--- src/hdl/vdt_pkg.sv ---
package vdt_pkg;

	localparam int TABLE_DEPTH = 256;
	localparam int WORD_W      = 32;
	localparam int WORDS       = 8;
	localparam int ROW_W       = WORD_W * WORDS;
	localparam int ADDR_W      = $clog2(TABLE_DEPTH);
	localparam int CNT_W       = $clog2(TABLE_DEPTH + 1);
	localparam int IDX_W       = 8;
	localparam int FMT_W       = 2;

	typedef logic [ROW_W-1:0] row_t;
	typedef logic [WORDS-1:0] mask_t;

	typedef enum logic [FMT_W-1:0] {
		FMT_POS_NORMAL      = 2'd0,
		FMT_POS_TEX0_NORMAL = 2'd1,
		FMT_POS_TEX0_TEX1   = 2'd2,
		FMT_POS_COLOR       = 2'd3
	} fmt_t;

	// words taken part in the match for each vertex format
	function automatic mask_t cmp_mask(input fmt_t fmt);
		mask_t m;
		case (fmt)
			FMT_POS_NORMAL:      m = 8'b0011_1111;
			FMT_POS_TEX0_NORMAL: m = 8'b1111_1111;
			default:             m = 8'b0111_1111;
		endcase
		return m;
	endfunction

	function automatic logic word_is_nan(input logic [WORD_W-1:0] w);
		return w[WORD_W-2:0] > 31'h7F80_0000;
	endfunction

	// float equality: signed zeros match, NaN matches nothing
	function automatic logic float_eq(input logic [WORD_W-1:0] a, input logic [WORD_W-1:0] b);
		logic both_zero;
		both_zero = ((a[WORD_W-2:0] | b[WORD_W-2:0]) == '0);
		return !word_is_nan(a) && !word_is_nan(b) && (both_zero || (a == b));
	endfunction

endpackage

--- src/hdl/vdt_row_cmp.sv ---
module vdt_row_cmp
	import vdt_pkg::*;
(
	input  row_t  row,
	input  row_t  vtx,
	input  mask_t mask,
	output logic  hit
);

	mask_t word_ok;

	always_comb begin
		for (int k = 0; k < WORDS; k++) begin
			word_ok[k] = !mask[k] || float_eq(row[k*WORD_W +: WORD_W], vtx[k*WORD_W +: WORD_W]);
		end
	end

	assign hit = &word_ok;

endmodule

--- config.mk ---
export PLATFORM = sky130hd
export DESIGN_NAME = vdt_row_cmp
export DESIGN_NICKNAME = d
export VERILOG_FILES = /design/src/hdl/vdt_pkg.sv /design/src/hdl/vdt_row_cmp.sv
export SDC_FILE = /design/constraint.sdc
export NUM_CORES = 1
export LEC_CHECK = 0
export ABC_AREA = 1
export BUFFER_PORTS_ARGS = -buffer_cell sky130_fd_sc_hd__buf_2
export CAP_MARGIN = 25
export CORE_AREA = 2 2 202 204
export DETAILED_ROUTE_END_ITERATION = 10
export DIE_AREA = 0 0 204 206
export PLACE_DENSITY = 0.43
export REMOVE_ABC_BUFFERS = 1
export SYNTH_ARGS = -nofsm -noshare
export SYNTH_HDL_FRONTEND = slang
export SYNTH_SLANG_ARGS = --single-unit
export TNS_END_PERCENT = 50
--- constraint.sdc ---
create_clock -name vclk -period 5
set_clock_uncertainty 0.1 [all_clocks]
set_input_delay 1.5 -clock vclk [all_inputs]
set_output_delay 1.5 -clock vclk [all_outputs]
set_load 0.03 [all_outputs]
==> impl_metrics.toml, run 1 <==
[sta]
whs_ns = 3.39
rsz0062_at_grt = "no"
min_period_ns = 4.82
setup_tns_ns = 0
slew_violations = 0
fmaxAchievable_mhz = 208
setup_viol = 0
worst_pin_slew_ns = 0.284
hold_violations = 0
maxSlewHeadroom = 0.810
finalCritPeriodShare = 0.963

[cells_and_area]
drive_gt1_frac = 0.328
design_area_um2 = 11800
nets = 2822
register_area_um2 = 0
flops_and_latches = 0
area_growth_pct = 40.7
clockBufferCount = 0
fillers = 4771

[placement]
place.detailed.hpwl_um = 37700
routabilityCongestion = 0.941
port_buffers = 521
placed_cell_area_um2 = 11700

[synthesis]
ys_seq_area_frac = 0
yosysTopAreaCellShare = 0.369
netlist_area_um2 = 8400
avgSynthCellArea_um2 = 5.50
yosysWarnings = 0
postSynthCellCount = 1528
synth_top_area_cell = "ha_1"
synth_cell_types = 20
ys_top_cells_by_area = "ha_1 (37%), inv_1 (19%), nor2_1 (14%)"

[grt]
grt_util_met1 = 0.211
grt_pass1_wl_um = 58100
grt_pass1_vias = 11400
grt_max_degree = 4
gr-total-overflow = 0
busiest_layer = "met2"
antenna_found_initial = 13
grt.met3_usage = 0.0289
grtUsageMet2 = 0.332
grt_usage = 0.176

[outcome]
status = "complete, no violations"

[critical_path]
path_cells = "buf_2 -> inv_1 -> ha_1 -> nor3_2 -> nand3b_1 -> nor2_1 -> nand2_1 -> nand2_1 -> nand3_2 -> nand2_2 -> nand2_1 -> inv_1 -> nand2_1 -> nor2_1 -> buf_4"
crit_path_frequent_cell = "nand2_1"
critPathMaxStageDelay_ns = 0.29
critPathBufInv = 4
worstSetupStartpointType = "input pin"
critical_path_required_ns = 3.40
slowest_stage = "ha_1"
endpoint_kind = "output port"
path_delay_family = "simple AND/OR/NAND/NOR gates"
arrival_ns = 3.22
worstPathMaxFanout = 2
criticalPathCategory = "in2out"

[floorplanning]
die_area_um2 = 42000
rows = 74
core_area_um2 = 40200
start_util = 0.209
io_pins = 521
die_y_um = 206
die_x_um = 204

[route]
first_iter_violations = 281
num_vias = 10800
drt_wl_total_um = 38900
drt.antenna.violating_nets = 0
wl_per_cell_um = 15.0
drc = 0
drt_first_pass_iters = 4
post_drt_via_cell_ratio = 4.15

[clock_network]
hold_buffers = 0
cts_resized = 0
postCtsSetupRepairBufs = 0

[pwr]
leakagePower_nw = 7.65
total_power_mw = 0.705
pwr_density_cell_nw_per_um2 = 59.6
ir_worst_vdd_mv = 0.0229

[min_path]
hold_path_end = "hit"
min_path_cells = 7
min-delay-start = "mask[5]"
hp-class = "in2out"

[flow_run]
max-cap-violations = 0
## power breakdown
group / switching (mW) / total, mW / leakage [nW] / internal, mW
Sequential: 0 / 0 / 0 / 0
Combinational: 0.384 / 0.705 / 7.65 / 0.321
Clock: 0 / 0.000000268 / 0.0000634 / 0.000000268
Total: 0.384 / 0.705 / 7.65 / 0.321
## worst max-delay path by stage
stage | startpoint | end | slack, ns | cells past startpoint
finish | vtx[125] | hit | 0.18 | 15
global route | row[217] | hit | 0.002 | 17
CTS | vtx[76] | hit | 0.003 | 16
detailed placement | row[124] | hit | 0.01 | 15
global placement | row[124] | hit | 0.02 | 15
floorplan | row[29] | hit | 0.53 | 13
## Yosys cell counts (all sizes together)
cell type  instances
nand3             67
nor3              16
nand2            224
nand4            113
inv              537
clkinv             1
xnor2              1
o21ai              1
nand3b             2
nor2             310
and2               4
ha               248
nor4               4
## layout make-up
cell class                 count  area [µm²]  share of cell area
timing repair buffer         524        2670               0.225
inverter                     538        2020               0.171
tap                          532         666              0.0563
multi-input combinational    990        6450               0.545
antenna                       10        25.0             0.00212
## stage by stage
stage                     std cells  worst slack [ns]  utilization
after global routing           2590           0.00236        0.294
after CTS                      2584           0.00286        0.291
after floorplan                1528             0.529            -
after detailed placement       2584            0.0139        0.291
after global placement         2584            0.0188        0.291
final                          2594             0.183        0.294
## cell usage in the layout, fill, tap and decap left out, drive strengths merged
| cell type | n |
|---|---|
| inv | 538 |
| buf | 524 |
| nor2 | 310 |
| ha | 248 |
| nand2 | 224 |
| nand4 | 113 |
| nand3 | 67 |
| nor3 | 16 |
| diode | 10 |
| and2 | 4 |
| nor4 | 4 |
| nand3b | 2 |
| xnor2 | 1 |
| o21ai | 1 |
## tightest hold or removal path, delay by kind of cell
| family | cells | cell delay [ns] |
|---|---|---|
| buf+inv | 3 | 0.26 |
| simple gates | 4 | 0.23 |
## layer usage
layer / part of all wire / routed length [µm]
met5: 0.0016 / 63
met2: 0.49 / 19200
met3: 0.058 / 2240
met4: 0.021 / 801
met1: 0.43 / 16600
## kinds of logic after synthesis
family | count (synthesis) | share of synthesized area
compound gates | 1 | 0.000595
simple gates | 740 | 0.389
fa+ha+maj | 248 | 0.369
xor+xnor | 1 | 0.00104
buf+inv | 538 | 0.240
Power figures use the tool's default switching activity.
==> inputs of run 2 (changes only) <==
--- a/config.mk
+++ b/config.mk
@@ -5,13 +5,12 @@
 export SDC_FILE = /design/constraint.sdc
 export NUM_CORES = 1
 export LEC_CHECK = 0
-export ABC_AREA = 1
 export BUFFER_PORTS_ARGS = -buffer_cell sky130_fd_sc_hd__buf_2
 export CAP_MARGIN = 25
-export CORE_AREA = 2 2 202 204
+export CORE_AREA = 2 2 203 205
 export DETAILED_ROUTE_END_ITERATION = 10
-export DIE_AREA = 0 0 204 206
-export PLACE_DENSITY = 0.43
+export DIE_AREA = 0 0 205 207
+export PLACE_DENSITY = 0.4
 export REMOVE_ABC_BUFFERS = 1
 export SYNTH_ARGS = -nofsm -noshare
 export SYNTH_HDL_FRONTEND = slang
==> impl_metrics.toml, run 2 <==
[pwr]
leakagePower_nw = 7.48
ir_worst_vdd_mv = 0.0303
pwr_density_cell_nw_per_um2 = 61.5
total_power_mw = 0.737

[floorplanning]
rows = 74
io_pins = 521
core_area_um2 = 40400
die_area_um2 = 42400
start_util = 0.181
die_y_um = 207
die_x_um = 205

[route]
drt.antenna.violating_nets = 0
first_iter_violations = 325
num_vias = 9864
drt_wl_total_um = 38000
drc = 0
drt_first_pass_iters = 4
post_drt_via_cell_ratio = 4.25
wl_per_cell_um = 16.4

[synthesis]
ys_top_cells_by_count = "inv_1 (496), ha_1 (248), nor4_1 (144)"
synthSimpleGateAreaFrac = 0.287
yosysWarnings = 0
synth_mux_area_frac = 0
synth_top_family_by_area = "adder cells"
yosysTopAreaCellShare = 0.425
synth_cell_types = 14
synth_top_area_cell = "ha_1"
synth-compound-area-share = 0.0233
synth-xor-area-share = 0.00960
post-synth-top-count-cell = "inv_1"
netlist_area_um2 = 7300
postSynthCellCount = 1133
avgSynthCellArea_um2 = 6.44
ys_top_cells_by_area = "ha_1 (43%), inv_1 (26%), nor4_1 (12%)"
ys_seq_area_frac = 0
synth_fa_ha_area_frac = 0.425

[sta]
setup_viol = 1
finalCritPeriodShare = 1.04
hold_violations = 0
rsz0062_at_grt = "yes"
fmaxAchievable_mhz = 192
setup_ws_ns = -0.215
worst_pin_slew_ns = 0.496
maxSlewHeadroom = 0.668
slew_violations = 0
min_period_ns = 5.22

[critical_path]
worstSetupStartpointType = "input pin"
criticalPathCategory = "in2out"
endpoint_kind = "output port"
arrival_ns = 3.62
critical_path_required_ns = 3.40
worstPathMaxFanout = 2

[cells_and_area]
fillers = 4631
nets = 2547
multi_input_area_um2 = 5790
flops_and_latches = 0
clockBufferCount = 0
area_growth_pct = 64.4
final_cell_mix = "buf_2 (506), inv_1 (472), ha_1 (234)"
drive_gt1_frac = 0.402
final_common_cell = "buf_2"
register_area_um2 = 0

[outcome]
violations = "negative setup slack"
status = "finished, violations left"

[grt]
grt_usage = 0.171
grt_pass1_wl_um = 57300
gr-total-overflow = 0
grt_max_degree = 3
grt_pass1_vias = 10700
antenna_found_initial = 23

[placement]
port_buffers = 521
place.detailed.hpwl_um = 36700
dp_worst_setup_slack_ns = -0.817
routabilityCongestion = 0.914

[clock_network]
postCtsSetupRepairBufs = 0

[flow_run]
max-cap-violations = 0

[min_path]
hp-class = "in2out"
[run 2: where the power goes]
part	switching, mW	internal (mW)	total [mW]
registers	0	0	0
clock network	0	0.000000322	0.000000322
logic	0.362	0.375	0.737
[run 2: path summary, 6_finish.rpt]
path                start   to  depth (start not counted)
setup / recovery  row[81]  hit                         12
hold / removal    mask[2]  hit                          4
[run 2: cell type report]
type / count / share of cell area
Antenna cell: 12 / 0.00250
Inverter: 496 / 0.156
Multi-Input combinational cell: 637 / 0.483
Tap cell: 532 / 0.0555
Timing Repair Buffer: 644 / 0.303
[run 2: timing repair]
| action | CTS | global route |
|---|---|---|
| setup endpoints to repair | 1 | 1 |
| hold buffers | 0 | 0 |
| resized for setup | 100 | 5 |
| pin swaps | 48 | 1 |
| cloned | 0 | 0 |
[run 2: worst max-delay path, cell delays in order]
cell and delay, ns:
buf_2 0.10, inv_1 0.04, ha_1 0.32, nor4_1 0.35, buf_4 0.18, nand4_1 0.09
nor3_1 0.20, o211ai_1 0.11, buf_4 0.14, a22oi_1 0.17, and4_4 0.28, buf_8 0.14
[run 2: kinds of logic (layout without fill, tap and decap cells)]
logic type,after synthesis,after routing
AOI/OAI and AO/OA,28,28
xor gates and xnor gates,8,8
adders and majority gates,248,248
buffers and inverters,496,1140
other,0,12
and+or+nand+nor,353,353
[run 2: routing by layer]
metal,share of wire,track usage,wire [µm]
met5,0.0035,0,134
met2,0.48,0.312,18400
met1,0.42,0.203,16100
met3,0.073,0.0415,2780
met4,0.015,0.0293,586
[run 2: through the flow]
stage / hold slack, ns / TNS (ns) / utilization / cells / instance area (µm²)
after floorplan: 3.18 / 0 / - / 1133 / 7300
after global placement: 3.58 / -0.764 / 0.285 / 2309 / 11500
after detailed placement: 3.58 / -0.817 / 0.285 / 2309 / 11500
after CTS: 3.42 / -0.279 / 0.295 / 2309 / 11900
after global routing: 3.43 / -0.387 / 0.297 / 2317 / 12000
final: 3.40 / -0.215 / 0.297 / 2321 / 12000
==> inputs of run 3 (changes only) <==
--- a/config.mk
+++ b/config.mk
@@ -10,7 +10,7 @@
 export CORE_AREA = 2 2 203 205
 export DETAILED_ROUTE_END_ITERATION = 10
 export DIE_AREA = 0 0 205 207
-export PLACE_DENSITY = 0.4
+export PLACE_DENSITY = 0.5
 export REMOVE_ABC_BUFFERS = 1
 export SYNTH_ARGS = -nofsm -noshare
 export SYNTH_HDL_FRONTEND = slang
==> impl_metrics.toml, run 3 (synthesis results as in run 2) <==
[pwr]
p_clk_frac = 0
ir_worst_vdd_mv = 0.0254
power.net_switching_mw = 0.370
pwr_density_cell_nw_per_um2 = 62.5
p_comb_frac = 1.000
swShare = 0.499
p_int_mw = 0.372
power.share.sequential = 0
leakagePower_nw = 7.37

[min_path]
hp-class = "in2out"
min_path_cells = 4

[route]
first_iter_violations = 344
drt_first_pass_iters = 4
post_drt_via_cell_ratio = 4.39
drt.antenna.violating_nets = 0
num_vias = 10100
wl_per_cell_um = 16.6
drt_wl_total_um = 38100
drc = 0

[floorplanning]
die_area_um2 = 42400
start_util = 0.181
die_x_um = 205
rows = 74
io_pins = 521
die_y_um = 207
core_area_um2 = 40400

[sta]
fmaxAchievable_mhz = 195
setup_tns_ns = -0.118
slew_violations = 0
min_period_ns = 5.12
rsz0062_at_grt = "yes"
finalCritPeriodShare = 1.02
worst_pin_slew_ns = 0.427
maxSlewHeadroom = 0.713
hold_violations = 0
setup_ws_ns = -0.118
setup_viol = 1

[critical_path]
endpoint_kind = "output port"
worstPathMaxFanout = 2
worstSetupStartpointType = "input pin"
criticalPathCategory = "in2out"
critical_path_required_ns = 3.40
arrival_ns = 3.52

[cells_and_area]
nets = 2531
drive_gt1_frac = 0.404
register_area_um2 = 0
finalNonFillerCells = 2300
final_cell_mix = "buf_2 (502), inv_1 (460), ha_1 (227)"
utilization = 0.294
area_growth_pct = 62.5
flops_and_latches = 0
clockBufferCount = 0
final_common_cell = "buf_2"

[grt]
grt_pass1_vias = 10600
antenna_found_initial = 18
gr-total-overflow = 0
grt_max_degree = 3
grt_pass1_wl_um = 56500
grt_usage = 0.170

[placement]
place.detailed.hpwl_um = 36600
dp.cells = 2293
routabilityCongestion = 0.988
dp_worst_setup_slack_ns = -0.562
port_buffers = 521

[clock_network]
hold_buffers = 0
postCtsSetupRepairBufs = 0

[flow_run]
max-cap-violations = 0

[outcome]
status = "finished, violations left"
violations = "negative setup slack"
[run 3: cell types whose count changed in the layout (fill, tap and decap cells not counted), moves of 4 or more]
cell,delta
ha_2,+8
buf_4,-13
inv_2,+15
nor4_1,+4
buf_2,-4
inv_1,-12
nor4_2,-6
ha_1,-7
diode_2,-5
[run 3: stage by stage]
stage          hold slack [ns]  power (mW)  area [µm²]
2_1_floorplan             3.18       0.250        7300
3_3_place_gp              3.41       0.693       11400
3_5_place_dp              3.41       0.701       11400
4_1_cts                   3.33       0.737       11700
5_1_grt                   3.39       0.841       11800
6_report                  3.35       0.741       11900
[run 3: worst paths after layout]
kind,to,startpoint,slack (ns)
min,hit,mask[2],3.35
max,hit,row[16],-0.12
[run 3: critical path: stages]
cell and delay (ns):
buf_2 0.11, inv_2 0.06, ha_4 0.11, nand4_1 0.10
or4_4 0.55, nor4_2 0.14, o211ai_1 0.20, a22oi_2 0.26
buf_4 0.15, and4_1 0.20, buf_6 0.14
[run 3: power groups by stage]
stage	Combinational, mW	Sequential (mW)	Clock [mW]
3_5_place_dp	0.701	0	0
3_3_place_gp	0.693	0	0
6_report	0.741	0	0.000000188
5_1_grt	0.841	0	0.000000107
4_1_cts	0.737	0	0
2_1_floorplan	0.250	0	0
[run 3: area by class of cell]
class	count	area [µm²]
timing repair buffer	628	3520
tap	532	666
fill	4602	28500
inverter	496	1860
multi-input combinational	637	5790
antenna	7	17.5
[run 3: layer usage]
layer / GRT usage / wire length (µm) / vias to the layer above
li1: - / - / 5060
met1: 0.198 / 15300 / 4570
met2: 0.318 / 18900 / 388
met3: 0.0321 / 2820 / 62
met4: 0.0372 / 965 / 22
met5: 0 / 156 / -
[run 3: timing repair]
action	CTS	global route
endpoints found under the setup margin	1	1
pin swaps	34	12
gates resized for setup	95	25
